[config.mk]
export PLATFORM = sky130hd
export DESIGN_NAME = mlc_mul
export DESIGN_NICKNAME = d
export VERILOG_FILES = /design/src/mlc_pkg.sv /design/src/mlc_mul.sv
export SDC_FILE = /design/constraint.sdc
export NUM_CORES = 2
export LEC_CHECK = 0
export BUFFER_PORTS_ARGS = -buffer_cell sky130_fd_sc_hd__buf_2
export CORE_MARGIN = 1
export CORE_UTILIZATION = 36
export DETAILED_ROUTE_END_ITERATION = 12
export PLACE_DENSITY_LB_ADDON = 0.08
export REMOVE_ABC_BUFFERS = 1
export SLEW_MARGIN = 20
export SYNTH_ARGS = -nofsm -noshare
export SYNTH_HDL_FRONTEND = slang
export SYNTH_SLANG_ARGS = --single-unit
[constraint.sdc]
create_clock -name i_clk -period 20.6 [get_ports i_clk]
set_input_delay 3.09 -clock i_clk [delete_from_list [all_inputs] [get_ports i_clk]]
set_output_delay 3.09 -clock i_clk [all_outputs]
set_load 0.005 [all_outputs]
[src/mlc_pkg.sv]
// shared types, constants and helper functions of the mouse-look camera block
`default_nettype none
package mlc_pkg;

    // configuration defaults
    localparam int POS_BITS_DEF  = 13;
    localparam int FRAC_BITS_DEF = 16;
    localparam int SPEED_RST     = 5120;
    localparam int SENS_RST      = 328;
    localparam int PLIM_RST      = 101797;
    localparam int MOUSE_X_RST   = 980;
    localparam int MOUSE_Y_RST   = 540;

    // angle constants, Q16 radians
    localparam int TWO_PI_Q  = 411775;
    localparam int PI_Q      = 205887;
    localparam int HALF_PI_Q = 102944;
    localparam int PITCH_MAX = 102943;

    // cordic start value, Q30
    localparam int CORDIC_GAIN = 652032874;

    // datapath widths
    localparam int MUL_W    = 33;
    localparam int CORDIC_W = 34;
    localparam int ANG_W    = 20;

    // request kinds carried in tuser
    typedef enum logic [1:0] {
        REQ_MOUSE   = 2'd0,
        REQ_TICK    = 2'd1,
        REQ_SET_EYE = 2'd2,
        REQ_SET_TGT = 2'd3
    } t_req;

    // configuration register indexes
    typedef enum logic [1:0] {
        CFG_SPEED = 2'd0,
        CFG_SENS  = 2'd1,
        CFG_PLIM  = 2'd2
    } t_cfg_idx;

    // sequencer states
    typedef enum logic [4:0] {
        S_IDLE,
        S_MM_MUL0,
        S_MM_MUL1,
        S_MM_PV,
        S_MM_MOD,
        S_MM_YFIX,
        S_CS,
        S_CR,
        S_CE,
        S_LK0,
        S_LK1,
        S_LK2,
        S_TK0,
        S_TK1,
        S_NORM,
        S_SQ0,
        S_SQ1,
        S_SQ2,
        S_SQ3,
        S_SQRT,
        S_DVI,
        S_DV,
        S_MV0,
        S_MV1,
        S_DONE
    } t_state;

    // operand pair for the shared multiplier
    typedef struct packed {
        logic signed [MUL_W-1:0] a;
        logic signed [MUL_W-1:0] b;
    } t_mul_req;

    // arctangent of 2^-i, Q16 radians
    function automatic logic signed [ANG_W-1:0] atan_q16(input logic [3:0] i);
        logic signed [ANG_W-1:0] v;
        case (i)
            4'd0:    v = 20'sd51472;
            4'd1:    v = 20'sd30386;
            4'd2:    v = 20'sd16055;
            4'd3:    v = 20'sd8150;
            4'd4:    v = 20'sd4091;
            4'd5:    v = 20'sd2047;
            4'd6:    v = 20'sd1024;
            4'd7:    v = 20'sd512;
            4'd8:    v = 20'sd256;
            4'd9:    v = 20'sd128;
            4'd10:   v = 20'sd64;
            4'd11:   v = 20'sd32;
            4'd12:   v = 20'sd16;
            4'd13:   v = 20'sd8;
            4'd14:   v = 20'sd4;
            default: v = 20'sd2;
        endcase
        return v;
    endfunction

    // clamp to the signed 32-bit range
    function automatic logic signed [31:0] sat32(input logic signed [33:0] v);
        logic signed [31:0] r;
        if (v > 34'sd2147483647) begin
            r = 32'sh7fffffff;
        end else if (v < -34'sd2147483648) begin
            r = 32'sh80000000;
        end else begin
            r = v[31:0];
        end
        return r;
    endfunction

endpackage
`default_nettype wire

[src/mlc_mul.sv]
// shared signed multiplier with registered product
`default_nettype none
module mlc_mul
    import mlc_pkg::*;
(
    input  wire logic                       i_clk,
    input  wire t_mul_req                   i_req,
    output logic signed [2*MUL_W-1:0]       o_prod
);

    logic signed [2*MUL_W-1:0] r_prod;

    // one product per cycle, ready in the next
    always_ff @(posedge i_clk) begin
        r_prod <= i_req.a * i_req.b;
    end

    assign o_prod = r_prod;

endmodule
`default_nettype wire

==> flow_summary.yaml <==
finish:
  mostFrequentLayoutCell: "fa_1"
  utilization: 0.382
  register_area_um2: 1320
  num-fill-cells: 11700
  syn2layout_area_growth_pct: 5.30
  multi_input_comb_area_um2: 34300
  layout-drive-gt1-share: 0.0483
  largest_reg_flops: 66
  finalNetCount: 5712
  layout_common_cells: "fa_1, inv_1, and2_1"
  final_cell_area_um2: 42900
synth:
  yosysSeqAreaShare: 0.0324
  synth_edf_count: 0
  syn_avg_cell_area_um2: 9.39
  synthArstFlopShare: 0
  netlist_area_um2: 40700
  synthFlopType: "dfxtp_1"
  yosys_warnings: 0
  ys_seq_elements: 66
  netlist-cell-type-count: 80
  synth_cells: 4338
timing:
  slew_violations: 0
  final.min_clock_period_ps: 10830
  max-slew-margin-rel: 0.275
  finalCritPeriodShare: 0.526
  fmax_mhz: 92.4
  tightest_slew_ps: 1090
  hold_viol: 0
  rsz0062_at_grt: "false"
  tns_ps: 0
  finalSetupViolCount: 0
worst_setup_path:
  crit_required_ps: 20790
  critPathCapture: "o_prod[43]"
  worstSetupPathType: "in -> reg"
  crit_arrival_ps: 11020
  cp_max_fo: 33
  cp-start-kind: "input port"
  startpoint: "i_req[39]"
  end_kind: "register"
routing:
  antenna_left: 0
  wl_per_cell_um: 20.3
  dr.pass1.iters: 6
  first_iter_violations: 1246
  drt_wl_total_mm: 118
  via_count: 27800
  viasPerCell: 4.81
  drc: 0
grt:
  use_met3: 0.0223
  grt_use_met2: 0.386
  antenna_found_initial: 7
  grt_pass1_vias: 31200
  grt_pass1_wl_mm: 188
  grt_max_degree: 34
  gr-total-overflow: 0
  grtUsageMet1: 0.287
  grt-busiest-layer: "met2"
  grtUsageTotal: 0.215
cts:
  cts_buffers: 9
  postCtsSetupBuffers: 0
  cts_resized: 0
  cts-root-buf: "clkbuf_16"
  cts_buffer_depth: 2
  cts_tree: "built"
  postCtsHoldBufs: 0
  clk_pin_slew_ps: 60
  htree_levels: 3
  clkSinkCount: 66
worst_hold_path:
  worstHoldPathType: "in -> reg"
die:
  ioPinCount: 133
  die_h_um: 338
  core_area_um2: 112000
  row_count: 123
  fp.dieW_um: 338
  die_area_um2: 115000
  start_util: 0.363
place:
  numPortBuffers: 132
  dp_hpwl_mm: 97.0
  placed_area_um2: 42600
  gpl.final_weighted_congestion: 0.850
status:
  status: "completed"
flow_run:
  max_cap_violations: 0
## per-stage QoR
stage                     worst slack (ps)  hold slack, ps  instances
after floorplan                      10630            3210       4117
after global placement                9260            3470       5772
after detailed placement              9180            3460       5772
after CTS                             9590            3310       5787
after global routing                  9390            3330       5788
final                                 9770            3320       5792
## synthesized netlist by cell type, drive strengths merged (3+ instances only)
| library cell | instances | share of area |
|---|---|---|
| nand3 | 26 | 0.0033 |
| o21bai | 11 | 0.0020 |
| a221oi | 3 | 0.0011 |
| buf | 13 | 0.0017 |
| o21a | 6 | 0.0011 |
| a21oi | 61 | 0.0080 |
| xor2 | 25 | 0.0054 |
| a21o | 38 | 0.0071 |
| nor2 | 68 | 0.0063 |
| a211oi | 11 | 0.0027 |
| xnor2 | 43 | 0.0092 |
| and4 | 5 | 0.0011 |
| o31ai | 7 | 0.0025 |
| dfxtp | 66 | 0.032 |
| a31oi | 9 | 0.0015 |
| or3 | 3 | 0.00046 |
| o21ai | 33 | 0.0042 |
| clkbuf | 208 | 0.019 |
| nor3 | 7 | 0.00086 |
| and2 | 563 | 0.087 |
| fa | 1145 | 0.56 |
| nor4 | 3 | 0.00083 |
| nand2 | 551 | 0.051 |
| nand2b | 12 | 0.0018 |
| nand4 | 12 | 0.0020 |
| or2 | 3 | 0.00046 |
| o211ai | 5 | 0.0013 |
| and3 | 6 | 0.0010 |
| inv | 1131 | 0.10 |
| nor2b | 5 | 0.00077 |
| a211o | 6 | 0.0013 |
| ha | 217 | 0.067 |
| a21boi | 3 | 0.00083 |
## per-layer routing
metal / up-vias / part of all wire
met5: - / 0
met4: 0 / 0.013
met3: 73 / 0.039
met2: 480 / 0.52
met1: 15100 / 0.43
li1: 12200 / -
## critical path: stages
cell and delay, ps:
buf_2 760, nand2_1 180, fa_1 540, inv_1 50, fa_1 500, inv_1 50
fa_1 520, inv_1 50, fa_1 480, fa_1 540, fa_1 470, fa_1 500
inv_1 50, fa_1 480, inv_1 40, ha_1 360, o21ai_0 190, nand2b_1 110
a211o_1 310, a32oi_1 380, o31ai_4 210, a21boi_1 340, o21ai_0 160, xnor2_1 590
## layout make-up
class,count,share of cell area
flip-flops and latches,66,0.0308
well taps,1500,0.0438
clock buffers,10,0.00534
multi-input cells,2920,0.800
diodes,5,0.000292
inverters,1131,0.0990
clock inverters,5,0.00131
repair buffers,155,0.0194
## worst min-delay path by stage
stage | slack [ps] | depth (start not counted) | end | startpoint
2_1_floorplan | 3210 | 1 | o_prod[0] | i_req[0]
3_3_place_gp | 3470 | 1 | o_prod[28] | o_prod[28]
3_5_place_dp | 3460 | 1 | o_prod[43] | o_prod[43]
4_1_cts | 3310 | 2 | o_prod[0] | i_req[0]
5_1_grt | 3330 | 2 | o_prod[0] | i_req[0]
6_report | 3320 | 2 | o_prod[0] | i_req[0]
## logic make-up after synthesis
group	count (synthesis)	share of synthesized area
AO/OA/AOI/OAI	219	0.0407
XOR/XNOR	68	0.0146
adder cells (fa/ha/maj)	1362	0.629
buffers and inverters	1352	0.125
flip-flops	66	0.0324
AND/OR/NAND/NOR	1271	0.158
Power is not shown: default switching activity piles up to over one toggle a cycle in this logic, so the estimate is an artifact.
